`src/rtl/core/gar_pkg.sv`:
```
package gar_pkg;

  localparam int MaxRefineDefault = 32;
  localparam int CoordWidth       = 32;
  localparam int SatWidth         = (CoordWidth < 32) ? CoordWidth : 32;

  typedef enum logic [1:0] {
    ActOld   = 2'd0,
    ActLoad  = 2'd1,
    ActClear = 2'd2
  } action_e;

  typedef enum logic [2:0] {
    UpcIdle  = 3'd0,
    UpcPush  = 3'd1,
    UpcScan  = 3'd2,
    UpcEnd   = 3'd3,
    UpcClose = 3'd4
  } upc_e;

  typedef enum logic [2:0] {
    OpFetch   = 3'd0,
    OpPushOld = 3'd1,
    OpScan    = 3'd2,
    OpNop     = 3'd3,
    OpClose   = 3'd4
  } uop_e;

  typedef enum logic [1:0] {
    CondAlways  = 2'd0,
    CondOldCell = 2'd1,
    CondHit     = 2'd2,
    CondLast    = 2'd3
  } ucond_e;

  typedef struct packed {
    uop_e   op;
    ucond_e cond;
    upc_e   tgt_true;
    upc_e   tgt_false;
  } ucode_t;

  function automatic ucode_t ucode_rom(upc_e upc);
    ucode_t w;
    unique case (upc)
      UpcIdle:  w = '{op: OpFetch,   cond: CondOldCell, tgt_true: UpcPush, tgt_false: UpcIdle};
      UpcPush:  w = '{op: OpPushOld, cond: CondAlways,  tgt_true: UpcScan, tgt_false: UpcScan};
      UpcScan:  w = '{op: OpScan,    cond: CondHit,     tgt_true: UpcScan, tgt_false: UpcEnd};
      UpcEnd:   w = '{op: OpNop,     cond: CondLast,    tgt_true: UpcClose, tgt_false: UpcIdle};
      UpcClose: w = '{op: OpClose,   cond: CondAlways,  tgt_true: UpcIdle, tgt_false: UpcIdle};
      default:  w = '{op: OpNop,     cond: CondAlways,  tgt_true: UpcIdle, tgt_false: UpcIdle};
    endcase
    return w;
  endfunction

  function automatic logic signed [31:0] sat_width(logic signed [33:0] v);
    logic signed [33:0] hi;
    logic signed [33:0] lo;
    hi = (34'sd1 <<< (SatWidth - 1)) - 34'sd1;
    lo = -hi - 34'sd1;
    if (v > hi) return hi[31:0];
    if (v < lo) return lo[31:0];
    return v[31:0];
  endfunction

endpackage

```
`src/rtl/core/grid_axis_refinement_merge.sv`:
```
// Grid axis refinement merge.
// Input channel (in_valid_i / in_stall_o) carries one item per handshake:
// action 1 loads a sorted refinement coordinate into the store, action 2
// clears the store and the scan position, action 0 delivers one old cell
// (start coordinate, size, last flag). Action 3 is ignored.
// Output channel (out_valid_o / out_stall_i) carries one refined cell width
// per item; end_of_axis_o marks the closing width, size_error_o flags a
// closing width that is zero or negative.
// Load, clear and ignored items are taken in the idle step. An old cell runs
// the push, scan and end steps, plus the close step on the last cell of the
// axis; the scan reads one store entry per cycle while the output does not
// stall. A microcode step counter walks a five-step program.
// An old cell's first width is emitted from the push step into the output
// register, unless that cell opens the axis.
// Reset empties the store count, scan position and pending boundary and
// drops any waiting output item. While the receiver stalls, the output
// register holds its item and the sequencer waits at the step that would
// emit the next width; in_stall_o stays high until the old cell is done.
module grid_axis_refinement_merge
  import gar_pkg::*;
#(
  parameter int MAX_REFINE = MaxRefineDefault
) (
  input  logic               clk_i,
  input  logic               rst_ni,
  input  logic               in_valid_i,
  output logic               in_stall_o,
  input  logic [1:0]         action_i,
  input  logic signed [31:0] coordinate_i,
  input  logic [30:0]        cell_size_i,
  input  logic               last_cell_i,
  output logic               out_valid_o,
  input  logic               out_stall_i,
  output logic signed [31:0] new_width_o,
  output logic               end_of_axis_o,
  output logic               size_error_o
);

  localparam int CntW = $clog2(MAX_REFINE + 1);
  localparam int IdxW = (MAX_REFINE > 1) ? $clog2(MAX_REFINE) : 1;

  upc_e                upc_q, upc_d;
  ucode_t              uw;
  logic [CntW-1:0]     count_q, count_d;
  logic [CntW-1:0]     pos_q, pos_d;
  logic signed [31:0]  pend_q, pend_d;
  logic                have_q, have_d;
  logic signed [31:0]  coord_q;
  logic [30:0]         size_q;
  logic                last_q;
  logic signed [32:0]  limit_q;
  logic signed [31:0]  rd_q;
  logic signed [31:0]  store_mem [MAX_REFINE];

  logic                accept, ld_old, cond, hold, hit, out_free;
  logic                wr_en;
  logic [IdxW-1:0]     wr_idx, rd_idx;
  logic                emit, emit_end, emit_err;
  logic signed [31:0]  emit_w;
  logic signed [33:0]  final_w;

  logic                out_valid_q;
  logic signed [31:0]  width_q;
  logic                end_q, err_q;

  assign in_stall_o    = (upc_q != UpcIdle);
  assign accept        = in_valid_i && !in_stall_o;
  assign out_free      = !out_valid_q || !out_stall_i;
  assign uw            = ucode_rom(upc_q);
  assign hit           = (pos_q < count_q) && ($signed({rd_q[31], rd_q}) < limit_q);
  assign wr_idx        = count_q[IdxW-1:0];
  assign rd_idx        = (pos_d < CntW'(MAX_REFINE)) ? pos_d[IdxW-1:0] : '0;
  assign final_w       = $signed({3'b000, size_q}) + $signed({{2{coord_q[31]}}, coord_q})
                         - $signed({{2{pend_q[31]}}, pend_q});
  assign out_valid_o   = out_valid_q;
  assign new_width_o   = width_q;
  assign end_of_axis_o = end_q;
  assign size_error_o  = err_q;

  always_ff @(posedge clk_i or negedge rst_ni) begin
    if (!rst_ni) begin
      upc_q       <= UpcIdle;
      count_q     <= '0;
      pos_q       <= '0;
      pend_q      <= '0;
      have_q      <= 1'b0;
      out_valid_q <= 1'b0;
    end else begin
      upc_q   <= upc_d;
      count_q <= count_d;
      pos_q   <= pos_d;
      pend_q  <= pend_d;
      have_q  <= have_d;
      if (emit) begin
        out_valid_q <= 1'b1;
      end else if (!out_stall_i) begin
        out_valid_q <= 1'b0;
      end
    end
  end

  always_ff @(posedge clk_i) begin
    if (ld_old) begin
      coord_q <= coordinate_i;
      size_q  <= cell_size_i;
      last_q  <= last_cell_i;
      limit_q <= $signed({coordinate_i[31], coordinate_i}) + $signed({2'b00, cell_size_i});
    end
    if (emit) begin
      width_q <= emit_w;
      end_q   <= emit_end;
      err_q   <= emit_err;
    end
  end

  always_ff @(posedge clk_i) begin
    if (wr_en) begin
      store_mem[wr_idx] <= coordinate_i;
    end
    if (wr_en && (wr_idx == rd_idx)) begin
      rd_q <= coordinate_i;
    end else begin
      rd_q <= store_mem[rd_idx];
    end
  end

  always_comb begin
    count_d  = count_q;
    pos_d    = pos_q;
    pend_d   = pend_q;
    have_d   = have_q;
    ld_old   = 1'b0;
    wr_en    = 1'b0;
    hold     = 1'b0;
    emit     = 1'b0;
    emit_w   = '0;
    emit_end = 1'b0;
    emit_err = 1'b0;

    unique case (uw.cond)
      CondAlways:  cond = 1'b1;
      CondOldCell: cond = accept && (action_i == ActOld);
      CondHit:     cond = hit;
      CondLast:    cond = last_q;
      default:     cond = 1'b0;
    endcase

    unique case (uw.op)
      OpFetch: begin
        if (accept) begin
          unique case (action_i)
            ActOld:   ld_old = 1'b1;
            ActLoad: begin
              if (count_q < CntW'(MAX_REFINE)) begin
                wr_en   = 1'b1;
                count_d = count_q + 1'b1;
              end
            end
            ActClear: begin
              count_d = '0;
              pos_d   = '0;
              pend_d  = '0;
              have_d  = 1'b0;
            end
            default: ;
          endcase
        end
      end
      OpPushOld: begin
        if (have_q && !out_free) begin
          hold = 1'b1;
        end else begin
          emit   = have_q;
          emit_w = sat_width($signed({{2{coord_q[31]}}, coord_q})
                             - $signed({{2{pend_q[31]}}, pend_q}));
          pend_d = coord_q;
          have_d = 1'b1;
          if ((pos_q < count_q) && (rd_q == coord_q)) begin
            pos_d = pos_q + 1'b1;
          end
        end
      end
      OpScan: begin
        if (hit) begin
          if (have_q && !out_free) begin
            hold = 1'b1;
          end else begin
            emit   = have_q;
            emit_w = sat_width($signed({{2{rd_q[31]}}, rd_q})
                               - $signed({{2{pend_q[31]}}, pend_q}));
            pend_d = rd_q;
            have_d = 1'b1;
            pos_d  = pos_q + 1'b1;
          end
        end
      end
      OpClose: begin
        if (!out_free) begin
          hold = 1'b1;
        end else begin
          emit     = 1'b1;
          emit_w   = sat_width(final_w);
          emit_end = 1'b1;
          emit_err = (final_w <= 34'sd0);
          have_d   = 1'b0;
          pend_d   = '0;
          pos_d    = '0;
        end
      end
      OpNop: ;
      default: ;
    endcase

    if (hold) begin
      upc_d = upc_q;
    end else if (cond) begin
      upc_d = uw.tgt_true;
    end else begin
      upc_d = uw.tgt_false;
    end
  end

endmodule

```
`config.mk`:
```
export PLATFORM = sky130hd
export DESIGN_NAME = grid_axis_refinement_merge
export DESIGN_NICKNAME = d
export VERILOG_FILES = /design/src/rtl/core/gar_pkg.sv /design/src/rtl/core/grid_axis_refinement_merge.sv
export SDC_FILE = /design/constraint.sdc
export NUM_CORES = 2
export LEC_CHECK = 0
export BUFFER_PORTS_ARGS = -buffer_cell sky130_fd_sc_hd__buf_4
export CORE_MARGIN = 2
export CORE_UTILIZATION = 64
export CTS_BUF_LIST = sky130_fd_sc_hd__clkbuf_4
export DETAILED_ROUTE_END_ITERATION = 8
export HOLD_SLACK_MARGIN = 0.08
export PLACE_DENSITY = 0.89
export SLEW_MARGIN = 20
export SYNTH_ARGS = -nofsm -noshare
export SYNTH_HDL_FRONTEND = slang
export SYNTH_SLANG_ARGS = --single-unit
```
`constraint.sdc`:
```
create_clock -name clk_i -period 13.6 [get_ports clk_i]
set_input_delay 2.72 -clock clk_i [delete_from_list [all_inputs] [get_ports clk_i]]
set_output_delay 2.72 -clock clk_i [all_outputs]
set_load 0.01 [all_outputs]
```
==> metrics.log <==
[metrics] peak ir drop on the vdd network: 140 uV
[metrics] slew at the pin with the worst max-slew slack: 1.18 ns
[metrics] setup_tns: 0 ns
[metrics] Hold-fix buffers, CTS: 0
[metrics] count of pins on the block boundary: 106
[metrics] number of rows in the core area: 108
[metrics] dpl ws: 5.49 ns
[metrics] chip height: 299 um
[metrics] level count of the clock H-tree: 5
[metrics] Post-DP HPWL: 96,900 um
[metrics] Critical Path Fanout Max: 64
[metrics] die width: 299 um
[metrics] area occupied by multi-input gates: 18,100 um2
[metrics] highest clock rate: 119 MHz
[metrics] FF+latch count, synth: 1,209
[metrics] DRC viols: 0
[metrics] Setup WS post-layout: 5.16 ns
[metrics] share of the core filled with cells: 71.2%
[metrics] min Tclk post-route: 8.44 ns
[metrics] Avg Synthesized Cell Area: 15.7 um2
[metrics] initial core utilization: 64.4%
[metrics] Detailed Routing Iterations Pass 1: 7
[metrics] max-slew headroom at the worst pin: 20.9%
[metrics] Skew-Pair Late Insertion Delay: 1.27 ns
[metrics] cell with the largest stage delay on the worst path: sky130_fd_sc_hd__buf_4
[metrics] Critical Path Source Type: register
[metrics] mean number of vias per cell: 6.92
[metrics] commonest register cell after synthesis: sky130_fd_sc_hd__edfxtp_1
[metrics] TritonCTS clock tree: yes
[metrics] antenna violations before repair: 11
[metrics] cell-by-cell trace of the critical path: buf_4 > buf_4 > mux4_2 > mux2i_1 > o22ai_1 > a211oi_1 > inv_1 > ha_1 > a21o_1 > a21o_1 > a21oi_1 > o221ai_1 > a41oi_1 > nand3_1 > mux2i_2 > nand4_1 > nor2_4 > a32oi_1 > nand3_1
[metrics] number of port buffers: 105
[metrics] post-synthesis cell type count: 94
[metrics] endpoint arrival time on the critical path: 9.43 ns
[metrics] Detailed Route WL: 165,000 um
[metrics] synthesized instance count: 3,547
[metrics] number of global-route vias before repair: 36,600
[metrics] maximum number of pins on one net before global-route repair: 129
[metrics] Layout fillers: 5,193
[metrics] clock tree sinks: 1,209
[metrics] Crit Path Category: reg2reg
[metrics] number of flops mapped to enable cells by yosys: 1,155
[metrics] full die area: 89,200 um2
[metrics] root cell of the clock tree: sky130_fd_sc_hd__clkbuf_4
[metrics] endpoint type of the worst setup path: register
[metrics] leakage power: 21.6 nW
[metrics] drt initial violations: 6,104
[metrics] post-CTS sizing: 0
[metrics] Crit path required time: 14.59 ns
[metrics] leading cell type in the layout, fill and taps excluded: sky130_fd_sc_hd__edfxtp_1
[metrics] ys async rst share: 4.05%
[metrics] Cell Pwr Density: 209 nW/um2
[metrics] unrepaired setup endpoints after global routing: false
[metrics] wire length of the first global-routing pass: 237,000 um
[metrics] total global routing track utilization: 37.1%
[metrics] total global routing overflow: 0
[metrics] clock edge transition at the registers on the reported setup and hold paths: 0.08 ns
[metrics] Yosys warning count: 0
[metrics] share of layout cells above drive strength 1: 21.5%
[metrics] pins over their slew limit: 0
[metrics] Setup Viol. Count Final: 0
[metrics] count of vias placed by the detailed router: 36,500
[metrics] Net Count, Synth: 3,822
[metrics] Netlist Area Pre-Place: 55,600 um2
[metrics] Area growth, synth to finish: 10.6%
[metrics] Routed WL per cell: 31.4 um
[metrics] routability-driven placement congestion ratio: 0.980
[metrics] total count of hold-check failures in the final report: 0
[metrics] maximum root-to-sink buffer count: 4
[metrics] count of max-cap constraint violations: 0
[metrics] core outline area: 86,300 um2
[metrics] number of clock buffers inserted by TritonCTS: 314
[metrics] portion of the clock cycle consumed by the worst path in the final layout: 62.0%
[metrics] buffer count from post-CTS setup fixing: 0
[metrics] commonest cells after routing, fill and taps aside: 1,155 x sky130_fd_sc_hd__edfxtp_1, 429 x sky130_fd_sc_hd__clkbuf_4, 243 x sky130_fd_sc_hd__inv_1
[metrics] slowest stage delay, CP: 0.98 ns
[metrics] setup skew after layout: 0.154 ns
[metrics] Min-Delay Path Class: reg2reg
[metrics] final layout net count: 4,172
[metrics] remaining number of nets flagged by the antenna check after routing: 0
[metrics] sequential-to-total area share from yosys stat: 64.8%
[metrics] area used by sequential logic in the layout: 36,000 um2
[metrics] status: finished clean
sequential cells by signal, indices dropped and copies added (netlist names), named ones only:
register	count
end_of_axis_o	1
pos_q	6
out_valid_o	1
upc_q	3
last_q	1
pend_q	32
new_width_o	32
coord_q	32
have_q	1
count_q	6
size_error_o	1
limit_q	33
store_mem	1024
size_q	31
worst max-delay path: cells and delay by family, from the launching register on:
family                   cells  cell delay, ns
multiplexers                 3            1.27
AO/OA/AOI/OAI                8            1.96
flip-flops                   1            0.94
AND/OR/NAND/NOR              4            1.64
adder cells (fa/ha/maj)      1            0.36
buffers and inverters        3            1.88
power by group:
part	internal, mW	switching, mW
clock network	1.51	1.52
registers	4.27	0.168
logic	2.06	3.33
per-layer routing:
layer	wire, um	global-route usage, %	vias up
li1	-	-	14800
met1	53000	45.6	17500
met2	76300	57.6	3386
met3	23500	11.7	781
met4	12400	23.8	6
met5	33	0	-
Yosys cell counts (all sizes together) (6+ instances only):
library cell | number | area (um2)
and2 | 14 | 87.6
a31oi | 18 | 113
edfxtp | 1155 | 34700
mux2 | 7 | 82.6
a221oi | 15 | 138
nor3b | 8 | 70.1
o211ai | 30 | 244
o21a | 17 | 128
a21o | 77 | 578
nor4 | 15 | 100
xnor2 | 111 | 972
nor3 | 18 | 90.1
o21bai | 18 | 135
o31ai | 6 | 45.0
or3 | 12 | 75.1
a22oi | 129 | 968
o21ai | 90 | 454
nand3 | 81 | 405
nand4 | 33 | 206
inv | 245 | 920
mux2i | 163 | 1640
nand2b | 37 | 231
nor2b | 27 | 169
mux4 | 200 | 4560
buf | 90 | 639
a211o | 7 | 61.3
a21oi | 127 | 636
o31a | 11 | 96.3
clkbuf | 43 | 161
nor2 | 145 | 544
a21boi | 8 | 60.1
dfrtp | 49 | 1230
and3 | 24 | 150
ha | 171 | 2140
nand2 | 135 | 507
a22o | 17 | 149
xor2 | 31 | 272
o22ai | 16 | 100
fa | 34 | 681
or2 | 9 | 56.3
a211oi | 15 | 123
a221o | 7 | 70.1
final timing paths:
check	depth (start not counted)	to	from	slack [ns]
hold reg to reg	1	upc_q[2]$_DFFE_PN0N_	last_q$_DFFE_PP_	0.53
setup / recovery	19	new_width_o[4]$_DFFE_PP_	register	5.16
setup reg to reg	19	new_width_o[4]$_DFFE_PP_	register	5.16
max in group asynchronous	1	pend_q[30]$_DFFE_PN0P_	rst_ni	11.45
min in group asynchronous	1	pend_q[17]$_DFFE_PN0P_	rst_ni	1.60
hold / removal	1	upc_q[2]$_DFFE_PN0N_	last_q$_DFFE_PP_	0.53
stage by stage:
| stage | std cells | area, um2 | total power [mW] | hold slack (ns) |
|---|---|---|---|---|
| floorplan | 3547 | 55600 | 8.14 | 0.478 |
| global placement | 4736 | 57800 | 9.62 | 0.502 |
| detailed placement | 4736 | 57800 | 9.70 | 0.512 |
| CTS | 5259 | 61400 | 12.7 | 0.523 |
| global route | 5268 | 61500 | 13.4 | 0.543 |
| finish | 5269 | 61500 | 12.9 | 0.527 |
final cells by class:
cell class                 count  share of cell area [%]
clock buffer                 429                    5.24
multi-input combinational   1959                    29.5
tap                         1155                    2.35
inverter                     246                    1.50
antenna                       10                  0.0407
timing repair buffer         167                    2.06
sequential                  1209                    58.6
clock inverter                94                   0.741
logic make-up (layout without fill, tap and decap cells):
group / Yosys count / after routing / share of synthesized area (%)
buffers and inverters: 379 / 936 / 3.10
adders and majority gates: 205 / 205 / 5.07
AOI/OAI and AO/OA: 658 / 658 / 8.23
xor gates and xnor gates: 142 / 142 / 2.24
muxes: 370 / 370 / 11.3
other: 0 / 10 / 0
DFF: 1209 / 1209 / 64.8
and+or+nand+nor: 584 / 584 / 5.25
Note: power is estimated with default switching activity, not from simulation.
